### config.mk
export PLATFORM = sky130hd
export DESIGN_NAME = rau_controller
export DESIGN_NICKNAME = d
export VERILOG_FILES = /design/src/rtl/rau_pkg.sv /design/src/rtl/rau_controller.sv
export SDC_FILE = /design/constraint.sdc
export NUM_CORES = 1
export LEC_CHECK = 0
export BUFFER_PORTS_ARGS = -buffer_cell sky130_fd_sc_hd__buf_2
export CAP_MARGIN = 0
export CORE_UTILIZATION = 25
export CTS_BUF_LIST = sky130_fd_sc_hd__clkbuf_16
export DETAILED_ROUTE_END_ITERATION = 16
export MAX_ROUTING_LAYER = met4
export SYNTH_ARGS = -nofsm -noshare
export SYNTH_HDL_FRONTEND = slang
export SYNTH_SLANG_ARGS = --single-unit
### constraint.sdc
create_clock -name i_clk -period 4.4 [get_ports i_clk]
set_clock_uncertainty 0.15 [all_clocks]
set_input_delay 0.44 -clock i_clk [delete_from_list [all_inputs] [get_ports i_clk]]
set_output_delay 0.44 -clock i_clk [all_outputs]
set_load 0.05 [all_outputs]
### src/rtl/rau_pkg.sv
// ----------------------------------------------------------------------------
// rau_pkg
// Shared types and constants of the rational arithmetic unit.
// ----------------------------------------------------------------------------
package rau_pkg;

    localparam int FIELD_WIDTH_DEF = 32;
    localparam int MAG_W           = 64;
    localparam int MODE_W          = 4;
    localparam int IN_DATA_W       = 128;
    localparam int RES_W           = 66;
    localparam int OUT_DATA_W      = 72;

    localparam logic [MODE_W-1:0] MODE_ADD = 4'd0;
    localparam logic [MODE_W-1:0] MODE_SUB = 4'd1;
    localparam logic [MODE_W-1:0] MODE_MUL = 4'd2;
    localparam logic [MODE_W-1:0] MODE_DIV = 4'd3;
    localparam logic [MODE_W-1:0] MODE_REM = 4'd4;
    localparam logic [MODE_W-1:0] MODE_LT  = 4'd5;
    localparam logic [MODE_W-1:0] MODE_GT  = 4'd6;
    localparam logic [MODE_W-1:0] MODE_EQ  = 4'd7;
    localparam logic [MODE_W-1:0] MODE_LE  = 4'd8;
    localparam logic [MODE_W-1:0] MODE_GE  = 4'd9;
    localparam logic [MODE_W-1:0] MODE_NE  = 4'd10;

    localparam logic [1:0] ST_OK   = 2'd0;
    localparam logic [1:0] ST_ZERO = 2'd1;
    localparam logic [1:0] ST_OVF  = 2'd2;

    typedef enum logic [3:0] {
        OP_NOP, OP_LDI, OP_GCD, OP_DIVQ, OP_DIVU, OP_DIVR,
        OP_MUL, OP_ADD, OP_SUB, OP_SGN, OP_OUT, OP_END
    } t_op;

    typedef enum logic [2:0] {
        R_AN, R_AD, R_BN, R_BD, R_RN, R_RD, R_T, R_G
    } t_reg;

    typedef enum logic [1:0] {
        K_ST0, K_ST1, K_CMP, K_ARITH
    } t_kind;

    typedef struct packed {
        logic  load_in;
        t_op   op;
        t_reg  dst;
        t_reg  s1;
        t_reg  s2;
        t_kind kind;
    } t_cmd;

    typedef struct packed {
        logic              busy;
        logic [MODE_W-1:0] mode;
        logic              bad_mode;
        logic              den_zero;
        logic              bn_zero;
    } t_sts;

endpackage

### src/rtl/rau_controller.sv
// ----------------------------------------------------------------------------
// rau_controller
// Micro-sequencer: walks the operation program for the current mode and
// drives the stream handshakes.
// ----------------------------------------------------------------------------
module rau_controller (
    input  logic          i_clk,
    input  logic          i_rst_n,
    input  logic          i_s_tvalid,
    output logic          o_s_tready,
    output logic          o_m_tvalid,
    input  logic          i_m_tready,
    output rau_pkg::t_cmd o_cmd,
    input  rau_pkg::t_sts i_sts
);
    import rau_pkg::*;

    localparam logic [4:0] PC_BODY = 5'd12;

    typedef struct packed {
        t_op  op;
        t_reg dst;
        t_reg s1;
        t_reg s2;
    } t_uop;

    typedef enum logic [2:0] {S_IDLE, S_CHECK, S_ISSUE, S_WAIT, S_EMIT, S_POST} t_state;

    t_state     r_state;
    logic [4:0] r_pc;
    t_kind      r_kind;
    logic       r_valid;
    t_uop       u;
    logic       div_zero;

    // reduce n/d: gcd, divide numerator, fix sign, divide denominator
    function automatic t_uop red(t_reg n, t_reg d, logic [4:0] j);
        t_uop r;
        case (j)
            5'd0:    r = '{OP_GCD, R_G, n, d};
            5'd1:    r = '{OP_DIVQ, n, n, R_G};
            5'd2:    r = '{OP_SGN, n, n, d};
            5'd3:    r = '{OP_DIVU, d, d, R_G};
            default: r = '{OP_END, R_AN, R_AN, R_AN};
        endcase
        return r;
    endfunction

    function automatic t_uop ucode(logic [MODE_W-1:0] mode, logic [4:0] pc);
        t_uop       r;
        logic [4:0] k;
        logic [4:0] len;
        r   = '{OP_END, R_AN, R_AN, R_AN};
        k   = pc - PC_BODY;
        len = 5'd2;
        if (pc < 5'd4) begin
            r = '{OP_LDI, t_reg'(pc[2:0]), R_AN, R_AN};
        end else if (pc < 5'd8) begin
            r = red(R_AN, R_AD, pc - 5'd4);
        end else if (pc < PC_BODY) begin
            r = red(R_BN, R_BD, pc - 5'd8);
        end else begin
            case (mode) inside
                MODE_ADD, MODE_SUB: begin
                    len = 5'd4;
                    case (k)
                        5'd0:    r = '{OP_MUL, R_RN, R_AN, R_BD};
                        5'd1:    r = '{OP_MUL, R_T, R_BN, R_AD};
                        5'd2:    r = '{(mode == MODE_SUB) ? OP_SUB : OP_ADD, R_RN, R_RN, R_T};
                        5'd3:    r = '{OP_MUL, R_RD, R_AD, R_BD};
                        default: r = red(R_RN, R_RD, k - len);
                    endcase
                end
                MODE_MUL: begin
                    case (k)
                        5'd0:    r = '{OP_MUL, R_RN, R_AN, R_BN};
                        5'd1:    r = '{OP_MUL, R_RD, R_AD, R_BD};
                        default: r = red(R_RN, R_RD, k - len);
                    endcase
                end
                MODE_DIV: begin
                    case (k)
                        5'd0:    r = '{OP_MUL, R_RN, R_AN, R_BD};
                        5'd1:    r = '{OP_MUL, R_RD, R_AD, R_BN};
                        default: r = red(R_RN, R_RD, k - len);
                    endcase
                end
                MODE_REM: begin
                    len = 5'd4;
                    case (k)
                        5'd0:    r = '{OP_MUL, R_RN, R_AN, R_BD};
                        5'd1:    r = '{OP_MUL, R_T, R_AD, R_BN};
                        5'd2:    r = '{OP_DIVR, R_RN, R_RN, R_T};
                        5'd3:    r = '{OP_MUL, R_RD, R_AD, R_BD};
                        default: r = red(R_RN, R_RD, k - len);
                    endcase
                end
                default: begin
                    case (k)
                        5'd0:    r = '{OP_MUL, R_T, R_AN, R_BD};
                        5'd1:    r = '{OP_MUL, R_RD, R_BN, R_AD};
                        default: r = '{OP_END, R_AN, R_AN, R_AN};
                    endcase
                end
            endcase
        end
        return r;
    endfunction

    assign u        = ucode(i_sts.mode, r_pc);
    assign div_zero = (r_pc == PC_BODY) && i_sts.bn_zero &&
                      ((i_sts.mode == MODE_DIV) || (i_sts.mode == MODE_REM));

    always_ff @(posedge i_clk) begin
        if (!i_rst_n) begin
            r_state <= S_IDLE;
            r_pc    <= '0;
            r_kind  <= K_ST0;
            r_valid <= 1'b0;
        end else begin
            if (r_valid && i_m_tready) begin
                r_valid <= 1'b0;
            end
            unique case (r_state)
                S_IDLE: begin
                    if (i_s_tvalid) begin
                        r_state <= S_CHECK;
                    end
                end
                S_CHECK: begin
                    r_pc <= '0;
                    if (i_sts.bad_mode) begin
                        r_kind  <= K_ST0;
                        r_state <= S_EMIT;
                    end else if (i_sts.den_zero) begin
                        r_kind  <= K_ST1;
                        r_state <= S_EMIT;
                    end else begin
                        r_state <= S_ISSUE;
                    end
                end
                S_ISSUE: begin
                    if (div_zero) begin
                        r_kind  <= K_ST1;
                        r_state <= S_EMIT;
                    end else if (u.op == OP_END) begin
                        r_kind  <= (i_sts.mode >= MODE_LT) ? K_CMP : K_ARITH;
                        r_state <= S_EMIT;
                    end else begin
                        r_pc    <= r_pc + 5'd1;
                        r_state <= S_WAIT;
                    end
                end
                S_WAIT: begin
                    if (!i_sts.busy) begin
                        r_state <= S_ISSUE;
                    end
                end
                S_EMIT: begin
                    if (!r_valid || i_m_tready) begin
                        r_state <= S_POST;
                    end
                end
                S_POST: begin
                    r_valid <= 1'b1;
                    r_state <= S_IDLE;
                end
                default: r_state <= S_IDLE;
            endcase
        end
    end

    always_comb begin
        o_cmd = '{1'b0, OP_NOP, R_AN, R_AN, R_AN, K_ST0};
        unique case (r_state)
            S_IDLE: o_cmd.load_in = i_s_tvalid;
            S_ISSUE: begin
                if (!div_zero && u.op != OP_END) begin
                    o_cmd.op  = u.op;
                    o_cmd.dst = u.dst;
                    o_cmd.s1  = u.s1;
                    o_cmd.s2  = u.s2;
                end
            end
            S_EMIT: begin
                if (!r_valid || i_m_tready) begin
                    o_cmd.op   = OP_OUT;
                    o_cmd.s1   = (r_kind == K_CMP) ? R_T : R_RN;
                    o_cmd.s2   = R_RD;
                    o_cmd.kind = r_kind;
                end
            end
            default: ;
        endcase
    end

    assign o_s_tready = (r_state == S_IDLE);
    assign o_m_tvalid = r_valid;

endmodule

**After elaboration in Yosys (flattened, before gate mapping)**

Index checks and enable logic that the tools add are counted.
W data, S select, Z words.

- Register bits: 11
- Output and inout bits: 18
- Logic and storage cells: 115

- $add $sub $neg: 6
- $lt $le $gt $ge: 4
- Equality and inequality tests: 35
- Mux-type cells: 45
- Reduce and logical (&&, ||, !) cells: 21

Operator list:

| kind | count |
|---|---|
| $pmux W13 S4 | 6 |
| $mux W13 | 8 |
| $pmux W13 S2 | 3 |
| $eq A5 B2 Y1 const B | 10 |
| $eq A5 B1 Y1 const B | 5 |
| $logic_not A5 Y1 | 5 |
| $mux W3 | 8 |
| $pmux W3 S5 | 1 |
| $mux W2 | 6 |
| $pmux W6 S2 | 1 |
| $lt A5 B4 Y1 const B | 2 |
| $mux W5 | 2 |
| $ne A2 B2 Y1 const B | 5 |
| $pmux W5 S2 | 1 |
| $sub A5 B3 Y5 const B | 2 |
| $sub A5 B4 Y5 const B | 2 |
| $reduce_and A3 Y1 | 3 |
| $eq A4 B2 Y1 const B | 2 |
| $mux W4 | 2 |
| $mux W8 | 1 |
| $pmux W4 S2 | 1 |
| $eq A3 B2 Y1 const B | 2 |
| $eq A3 B3 Y1 const B | 2 |
| $ne A3 B3 Y1 const B | 2 |
| other kinds (20) | 29 |

**Depth between registers and ports, before layout**

Gate-level depths: netlist (run 1).

- Word-level depth: 16
- Gate-level depth with buffers: 12

**Least setup slack after synthesis (run 1)**

No wires, ideal clock.

- Path kind: reg2out
- Start: reg r_pc[2]
- End: out o_cmd[8] (netlist bit)
- Arrival: 4.816 ns
- Data required time: 3.810 ns
- Path slack: -1.006 ns
- Cell stages (with the launch flop): 10
- Path buffers: 0
- Cells stage by stage: dfxtp_1 -> inv_1 -> ha_1 -> xor2_1 -> nor4_2 -> nand2_1 -> a221oi_1 -> a2111o_1 -> o21ai_1 -> a2111oi_0

RTL lines:

| what | RTL line | source |
|---|---|---|
| start, declared | rau_controller.sv:30 | `logic [4:0] r_pc;` |
| start signal, assigned | rau_controller.sv:150 | `r_pc <= r_pc + 5'd1;` |
| end, declared | rau_controller.sv:13 | `output rau_pkg::t_cmd o_cmd,` |

==> metrics.cfg, run 1 <==
[sta]
slew_violations = 0
final.setup.tns_ns = 0
tightest_slew_ns = 0.610
finalWorstPathRequiredPeriod_ns = 4.15
setup_viol = 0
hold_viol_final = 0
rsz0062_at_grt = false
fmax_mhz = 241
max-slew-margin-rel = 0.591
layout_worst_path_cycle_share = 0.943

[synth]
synthXorXnorAreaFrac = 0.0219
synth_compound_area_frac = 0.343
syn_area_sq_um = 1950
ys_ff_latch = 11
synth_edf_count = 0
synth_simple_gate_area_frac = 0.340
syn_inst = 288
seq_area_frac_synth = 0.113
yosysUniqueCellTypes = 62
synthFlopType = dfxtp_1
ys.warnings.count = 0
synth_top_cell_area_share = 0.113
synth_top_family_by_area = compound AO/OA/AOI/OAI gates
avgSynthCellArea_sq_um = 6.76
synth_fa_ha_area_frac = 0.0965
syn_nets = 315
yosysTopAreaCell = dfxtp_1
synthMuxAreaShare = 0.0270
ys_top_cells_by_area = dfxtp_1, ha_1, nand2_1
async_flop_share = 0

[floorplanning]
fp.coreArea_sq_um = 7370
num_rows = 31
die_w_microns = 90.2
die_h_microns = 90.2
ioPinCount = 30
start_util = 0.264
dieArea_sq_um = 8140

[layout]
postLayoutCoreUtil = 0.325
multi_input_area_sq_um = 1630
final_cell_mix = nand2_1, nor2_1, buf_2
num-nets-final = 352
diodes = 0
final_common_cell = nand2_1
seqCellArea_sq_um = 220
syn_to_final_growth_pct = 23.2
drive_gt1_frac = 0.201
fill_cells = 803

[routing]
vias = 2503
drt_first_pass_iters = 5
drc = 0
drtIter0Drc = 288
via_per_inst = 5.92
routedWlPerCell_microns = 17.5
ant_nets = 0
routed_wl_mm = 7.40

[clocking]
clock_sinks = 11
clock-root-buffer = clkbuf_16
clockBufferDepth = 2
clk_latency_ns = 0.24
cts_buffers = 3
clk_pin_slew_worst_paths_ns = 0.05
cts_htree_levels = 1
cts_tree = yes

[pwr]
vdd_drop_max_mv = 0.0971
p_per_area_nw_per_um2 = 145
fin_total_pwr_w = 0.000348
p_leak_nw = 0.939

[worst_setup_path]
crit_path_start_kind = register
crit_fanout = 8
worstPathArrival_ns = 3.56
cp.required_ns = 3.81
critPathLaunch = r_pc[2]
path_class = reg2out
end_kind = output port
r2r_start = r_pc[2]

[global_route]
overflow = 0
grt_pass1_vias = 2279
antenna_found_initial = 0
grt_start_max_net_pins = 16
track_usage = 0.181
grt_pass1_wl_mm = 11.9

[worst_hold_path]
min_path_type = in2reg
hp-start = i_rst_n

[place]
gp_congestion = 0.964
dp.final_hpwl_mm = 5.68
portBuffers = 29

[run_status]
status = complete, no violations

[flow_run]
maxCapViolCount = 0

-- final timing paths --
check / end / slack (ns) / depth (start not counted)
worst max-delay path: o_cmd[6] / 0.25 / 12
worst min-delay path: r_kind[1] / 0.38 / 2
worst max register to register: r_kind[0] / 0.98 / 9
worst min register to register: r_kind[1] / 0.38 / 2
-- synth_stat cells (3+ instances only) --
cell	n
a211oi_1	4
a21boi_0	3
a21o_1	3
a21oi_1	15
a221oi_1	4
a311oi_1	3
a31oi_1	7
a32oi_1	3
and2_1	6
and3_1	3
buf_2	5
clkbuf_1	11
dfxtp_1	11
ha_1	15
inv_1	8
mux2i_1	3
nand2_1	36
nand2b_1	5
nand3_1	9
nand4_1	5
nor2_1	29
nor2b_1	7
nor3_1	8
nor4_1	3
o211ai_1	6
o21ai_0	20
o32ai_1	3
or2_2	3
or3_1	3
xor2_1	3
-- layout make-up --
class                      count  area share
clock inverter                 1     0.00157
clock buffer                   3      0.0313
sequential                    11      0.0919
tap                           99      0.0517
inverter                       8      0.0125
multi-input combinational    250       0.681
timing repair buffer          51       0.130
-- stage by stage --
stage / hold slack [ns] / area (sq um) / setup WS, ns / instances
floorplan: 0.326 / 1950 / 0.00969 / 288
global placement: 0.367 / 2300 / 0.531 / 419
detailed placement: 0.372 / 2300 / 0.479 / 419
CTS: 0.376 / 2380 / 0.211 / 423
global route: 0.397 / 2400 / 0.0215 / 423
finish: 0.383 / 2400 / 0.249 / 423
-- power breakdown --
part / internal, W / total (W) / switching, W / leakage, nW
clock: 0.000120 / 0.000168 / 0.0000481 / 0.0423
combinational: 0.0000252 / 0.0000754 / 0.0000502 / 0.807
sequential: 0.000102 / 0.000105 / 0.00000303 / 0.0889
-- flip-flops by register name (all words and copies together), names as in the netlist --
register	count
r_kind	2
r_state	3
o_m_tvalid	1
r_pc	5
-- routing by layer --
metal / track usage / share of wire / vias up
met5: - / 0 / -
met4: 0.0497 / 0.017 / 0
met3: 0.0254 / 0.085 / 18
met2: 0.279 / 0.46 / 160
met1: 0.246 / 0.44 / 1164
li1: - / - / 1161
-- what timing repair did --
| item | in CTS | in global routing |
|---|---|---|
| setup endpoints to repair | 0 | 6 |
| hold buffers | 0 | 0 |
| buffers inserted | 0 | 0 |
| gates resized for setup | 0 | 2 |
-- worst max-delay path, cell delays in order (launching register included) --
cell	delay, ns
dfxtp_1	0.46
inv_1	0.14
ha_1	0.36
or3b_1	0.46
o32ai_1	0.21
nor2_1	0.07
a2111oi_1	0.34
buf_4	0.21
a2111o_1	0.20
o21ai_2	0.13
buf_4	0.19
o32ai_1	0.24
buf_2	0.30
-- kinds of logic after synthesis --
| family | after synthesis |
|---|---|
| AOI/OAI and AO/OA | 96 |
| xor gates and xnor gates | 4 |
| adders and majority gates | 15 |
| buffers and inverters | 27 |
| DFF | 11 |
| muxes | 5 |
| and+or+nand+nor | 130 |
Power figures use the tool's default switching activity.
==> run 2: changes to the inputs <==
==> constraint.sdc (replaced) <==
create_clock -name i_clk -period 4.4 [get_ports i_clk]
set_clock_uncertainty 0.15 [all_clocks]
set_input_delay 0.88 -clock i_clk [delete_from_list [all_inputs] [get_ports i_clk]]
set_output_delay 0.88 -clock i_clk [all_outputs]
set_load 0.05 [all_outputs]
==> metrics.cfg, run 2 (synthesis results as in run 1) <==
[run_status]
status = complete, no violations

[pwr]
p_leak_nw = 0.975  ; +3.9%
vdd_drop_max_mv = 0.0769  ; -21%
p_per_area_nw_per_um2 = 140  ; -3.5%
fin_total_pwr_w = 0.000349  ; +0.21%

[place]
dp.final_hpwl_mm = 5.77  ; +1.5%
dp_cells = 425  ; +1.4%
gp_congestion = 1.03  ; +7.3%
dp_slack_ns = -0.000784  ; -0.480 ns
dpl_cell_area_sq_um = 2350  ; +2.0%
portBuffers = 29  ; unchanged

[layout]
largest_reg_flops = 5  ; unchanged
num-nets-final = 359  ; +2.0%
largest_register = r_pc
final_common_cell = nand2_1
final_cells = 430  ; +1.7%
final_cell_area_sq_um = 2490  ; +3.9%
diodes = 0  ; unchanged
drive_gt1_frac = 0.245  ; +0.0441
syn_to_final_growth_pct = 27.9
final_cell_mix = nand2_1, buf_4, nor2_1
largestRegisters = r_pc: 5 flops, r_state: 3 flops, r_kind: 2 flops

[floorplanning]
ioPinCount = 30  ; unchanged
dieArea_sq_um = 8140  ; unchanged
num_rows = 31  ; unchanged
die_w_microns = 90.2  ; unchanged
start_util = 0.264  ; unchanged
die_h_microns = 90.2  ; unchanged
fp.coreArea_sq_um = 7370  ; unchanged

[worst_setup_path]
end_kind = output port
worstPathArrival_ns = 3.24  ; -0.32 ns
crit_fanout = 9  ; +1
cp.required_ns = 3.37  ; -0.44 ns
crit_path_start_kind = register
path_class = reg2out

[clocking]
cts_buffers = 3  ; unchanged
clock-root-buffer = clkbuf_16
cts.hold.buffers_added = 0  ; unchanged
clk_latency_ns = 0.24  ; about the same
cts_tree = yes
clk_pin_slew_worst_paths_ns = 0.04  ; about the same
clockBufferDepth = 2  ; unchanged
clock_sinks = 11  ; unchanged
cts_htree_levels = 1  ; unchanged

[routing]
vias = 2561  ; +2.3%
drt_first_pass_iters = 5  ; unchanged
route.met3.wl_microns = 564  ; -11%
routed.top_layer = met4
routed-wl-met2_mm = 3.48  ; +2.5%
ant_nets = 0  ; unchanged
routedWlPerCell_microns = 17.6  ; +0.61%
via_per_inst = 5.96  ; +0.65%
met1_length_mm = 3.19  ; -1.8%
drc = 0  ; unchanged
routed_wl_mm = 7.56  ; +2.3%
drtIter0Drc = 247  ; -14%

[global_route]
antenna_found_initial = 0  ; unchanged
track_usage = 0.184  ; +0.00333
grt_pass1_vias = 2341  ; +2.7%
overflow = 0  ; unchanged
grt_pass1_wl_mm = 12.0  ; +1.0%
grt_start_max_net_pins = 16  ; unchanged

[worst_hold_path]
min_path_type = reg2reg

[sta]
hold_slack_ns = 0.357  ; -0.0263 ns
setup_viol = 0  ; unchanged
hold_viol_final = 0  ; unchanged
tightest_slew_ns = 0.533  ; -0.0776 ns
finalWorstPathRequiredPeriod_ns = 4.27  ; +0.118 ns
fmax_mhz = 234  ; -2.8%
layout_setup_ws_ns = 0.131  ; -0.118 ns
slew_violations = 0  ; unchanged
max-slew-margin-rel = 0.645  ; +0.0537
rsz0062_at_grt = false
layout_worst_path_cycle_share = 0.970  ; +0.0269

[flow_run]
maxCapViolCount = 0  ; unchanged

run 2: cell types whose count changed in the layout (fill, tap and decap cells not counted), moves of 2 or more:
cell	delta
nor2_2	+2
buf_2	-4
buf_4	+11
dfxtp_2	+2
nor2_1	-2
dfxtp_1	-2
run 2: layer usage:
metal | GRT usage | vias up
met5 | - | -
li1 | - | 1175
met1 | 0.232 | 1203
met4 | 0.0739 | 0
met3 | 0.0212 | 36
met2 | 0.299 | 147
run 2: area by class of cell:
cell class,count,area (sq um)
fillers,814,4880
repair buffers,58,373
clock inverters,1,3.75
inverters,8,30.0
flip-flops and latches,11,223
well taps,99,124
multi-input cells,250,1660
clock buffers,3,75.1
run 2: per-stage QoR:
stage	utilization	TNS (ns)
4_1_cts	0.331	0
2_1_floorplan	-	-3.96
5_1_grt	0.338	0
3_3_place_gp	0.318	0
3_5_place_dp	0.318	-0.000784
6_report	0.338	0
run 2: report_power, final:
group,internal [W],switching (W)
Clock,0.000119,0.0000453
Sequential,0.000102,0.00000276
Combinational,0.0000275,0.0000519
run 2: worst paths after layout:
path	from	end	slack, ns	cells past startpoint
setup / recovery	r_pc[2]	o_cmd[4]	0.13	11
hold / removal	r_pc[3]	r_pc[3]	0.36	2
setup reg to reg	r_pc[2]	r_kind[0]	0.99	10
hold reg to reg	r_pc[3]	r_pc[3]	0.36	2
run 2: timing repair:
item,4_1_cts,5_1_grt
setup buffers,0,1
pin swaps,0,3
gates resized for setup,4,14
setup endpoints to repair,11,12
run 2: critical path: stages, from the launching register on:
cell and delay [ns]:
dfxtp_2 0.38, inv_1 0.10, ha_1 0.36, or3b_4 0.44, o21ba_2 0.21, o311ai_1 0.24, o221ai_1 0.22, or2_1 0.30
o21ai_2 0.21, buf_4 0.21, o21ai_0 0.10, buf_2 0.23
==> run 3: changes to the inputs <==
Settings changed: BUFFER_PORTS_ARGS -buffer_cell sky130_fd_sc_hd__buf_2 to not set, CTS_CLUSTER_SIZE set to 28, DONT_BUFFER_PORTS set to 1, PLACE_DENSITY set to 0.44.
==> metrics.cfg, run 3 (synthesis results as in run 1) <==
[run_status]
status = complete, no violations

[floorplanning]
dieArea_sq_um = 8140  ; unchanged
fp.coreArea_sq_um = 7370  ; unchanged
ioPinCount = 30  ; unchanged
die_h_microns = 90.2  ; unchanged
start_util = 0.264  ; unchanged
num_rows = 31  ; unchanged
die_w_microns = 90.2  ; unchanged

[layout]
largestRegisters = r_pc: 5 flops, r_state: 3 flops, r_kind: 2 flops
syn_to_final_growth_pct = 26.8
largest_reg_flops = 5  ; unchanged
postLayoutCoreUtil = 0.335  ; -0.00306
seqCellArea_sq_um = 224  ; +0.56%
multi_input_area_sq_um = 1680  ; +1.1%
fill_cells = 810  ; -0.49%
final_cells = 412  ; -4.2%
final_common_cell = buf_4
diodes = 0  ; unchanged
largest_register = r_pc
drive_gt1_frac = 0.224  ; -0.0211
final_cell_mix = buf_4, nand2_1, nor2_1
num-nets-final = 341  ; -5.0%

[pwr]
swShare = 0.295  ; +0.00795
pwr-share-seq = 0.303  ; +0.003
combPwrFrac = 0.195  ; -0.033
pwr-share-clk = 0.502  ; +0.030
p_switching_w = 0.000103  ; +2.6%
internal_power_w = 0.000246  ; -1.2%
p_leak_nw = 0.907  ; -7.0%
vdd_drop_max_mv = 0.123  ; +60%
p_per_area_nw_per_um2 = 141  ; +0.78%

[sta]
hold_viol_final = 0  ; unchanged
slew_violations = 0  ; unchanged
layout_worst_path_cycle_share = 0.958  ; -0.0124
setup_viol = 0  ; unchanged
finalWorstPathRequiredPeriod_ns = 4.21  ; -0.0548 ns
max-slew-margin-rel = 0.416  ; -0.229
rsz0062_at_grt = false
fmax_mhz = 237  ; +1.3%
tightest_slew_ns = 0.872  ; +0.339 ns

[global_route]
use_met1 = 0.265  ; +0.0330
track_usage = 0.188  ; +0.00380
grtUsageMet3 = 0.0144  ; -0.00677
grt_pass1_vias = 2294  ; -2.0%
grt.busiest_layer = met2
grt_pass1_wl_mm = 12.1  ; +0.92%
antenna_found_initial = 0  ; unchanged
overflow = 0  ; unchanged
grt_start_max_net_pins = 15  ; -1
gr-usage-met2 = 0.289  ; -0.00954

[worst_setup_path]
crit_slowest_cell = or3_1
crit_fanout = 11  ; +2
end_kind = output port
reg2reg_depth = 10  ; unchanged
critPathTopFamily = simple AND/OR/NAND/NOR gates
cp.required_ns = 3.37  ; about the same
path_class = reg2out
crit_path_start_kind = register
cp_slowest_stage_delay_ns = 0.42  ; -0.02 ns
worstPathArrival_ns = 3.18  ; -0.06 ns
path_cells = inv_1 > ha_2 > or3_1 > and3_2 > o311ai_1 > o221ai_2 > or2_1 > o21ai_2 > buf_6 > o32ai_2 > buf_4
cp_num_buf_inv = 3  ; unchanged
cp.depth = 11  ; unchanged

[worst_hold_path]
min_path_type = reg2reg
hold_path_depth = 2  ; unchanged

[clocking]
cts_tree = yes
clock-root-buffer = clkbuf_16
cts.hold.buffers_added = 0  ; unchanged
clk_pin_slew_worst_paths_ns = 0.05  ; about the same
clockBufferDepth = 2  ; unchanged
clk_latency_ns = 0.25  ; about the same
cts_htree_levels = 1  ; unchanged
cts_buffers = 3  ; unchanged
cts_setup_buffers = 0  ; unchanged
clock_sinks = 11  ; unchanged

[routing]
routedWlPerCell_microns = 18.4  ; +4.5%
vias = 2478  ; -3.2%
ant_nets = 0  ; unchanged
drc = 0  ; unchanged
drt_first_pass_iters = 5  ; unchanged
drtIter0Drc = 423  ; +71%
via_per_inst = 6.01  ; +0.99%
routed_wl_mm = 7.57  ; about the same

[place]
dp_cells = 408  ; -4.0%
gp_congestion = 0.957  ; -7.5%
portBuffers = 0  ; -100%
dp.final_hpwl_mm = 5.85  ; +1.4%

[flow_run]
maxCapViolCount = 0  ; unchanged

==> run 3: per-layer routing <==
layer / wire, microns / up-vias
met5: 0 / -
met4: 303 / 0
met3: 642 / 34
met2: 3300 / 162
met1: 3320 / 1133
li1: - / 1149
==> run 3: repair_timing <==
action | 4_1_cts | 5_1_grt
resized for setup | 4 | 9
pin swaps | 1 | 0
setup endpoints to repair | 9 | 12
==> run 3: worst min-delay path: stages, from the launching register on <==
cell	delay, ns
dfxtp_2	0.35
nand2_1	0.06
mux2i_1	0.06
==> run 3: worst paths after layout <==
check	slack, ns	startpoint	to
worst max-delay path	0.19	r_pc[1]	o_cmd[6]
worst min-delay path	0.36	r_pc[1]	r_pc[1]
worst max register to register	1.01	r_pc[1]	r_kind[0]
worst min register to register	0.36	r_pc[1]	r_pc[1]
==> run 3: cell type report <==
type	instances	share of cell area
Clock buffer	3	0.0304
Clock inverter	1	0.00203
Inverter	8	0.0122
Multi-Input combinational cell	250	0.681
Sequential cell	11	0.0908
Tap cell	99	0.0502
Timing Repair Buffer	40	0.133
==> run 3: power groups by stage <==
stage	sequential (W)	clock [W]	combinational [W]
floorplan	0.000106	0	0.0000479
global placement	0.000107	0	0.0000664
detailed placement	0.000107	0	0.0000654
CTS	0.000105	0.000177	0.0000660
global route	0.000106	0.000183	0.0000732
finish	0.000106	0.000175	0.0000680
==> run 3: through the flow <==
stage	TNS [ns]	worst slack (ns)	hold slack, ns	total power (W)	instance area (sq um)
2_1_floorplan	-3.96	-0.486	0.326	0.000154	1950
3_3_place_gp	0	0.171	0.381	0.000174	2340
3_5_place_dp	0	0.182	0.372	0.000173	2340
4_1_cts	0	0.0527	0.389	0.000349	2430
5_1_grt	0	0.0290	0.401	0.000362	2470
6_report	0	0.186	0.360	0.000348	2470
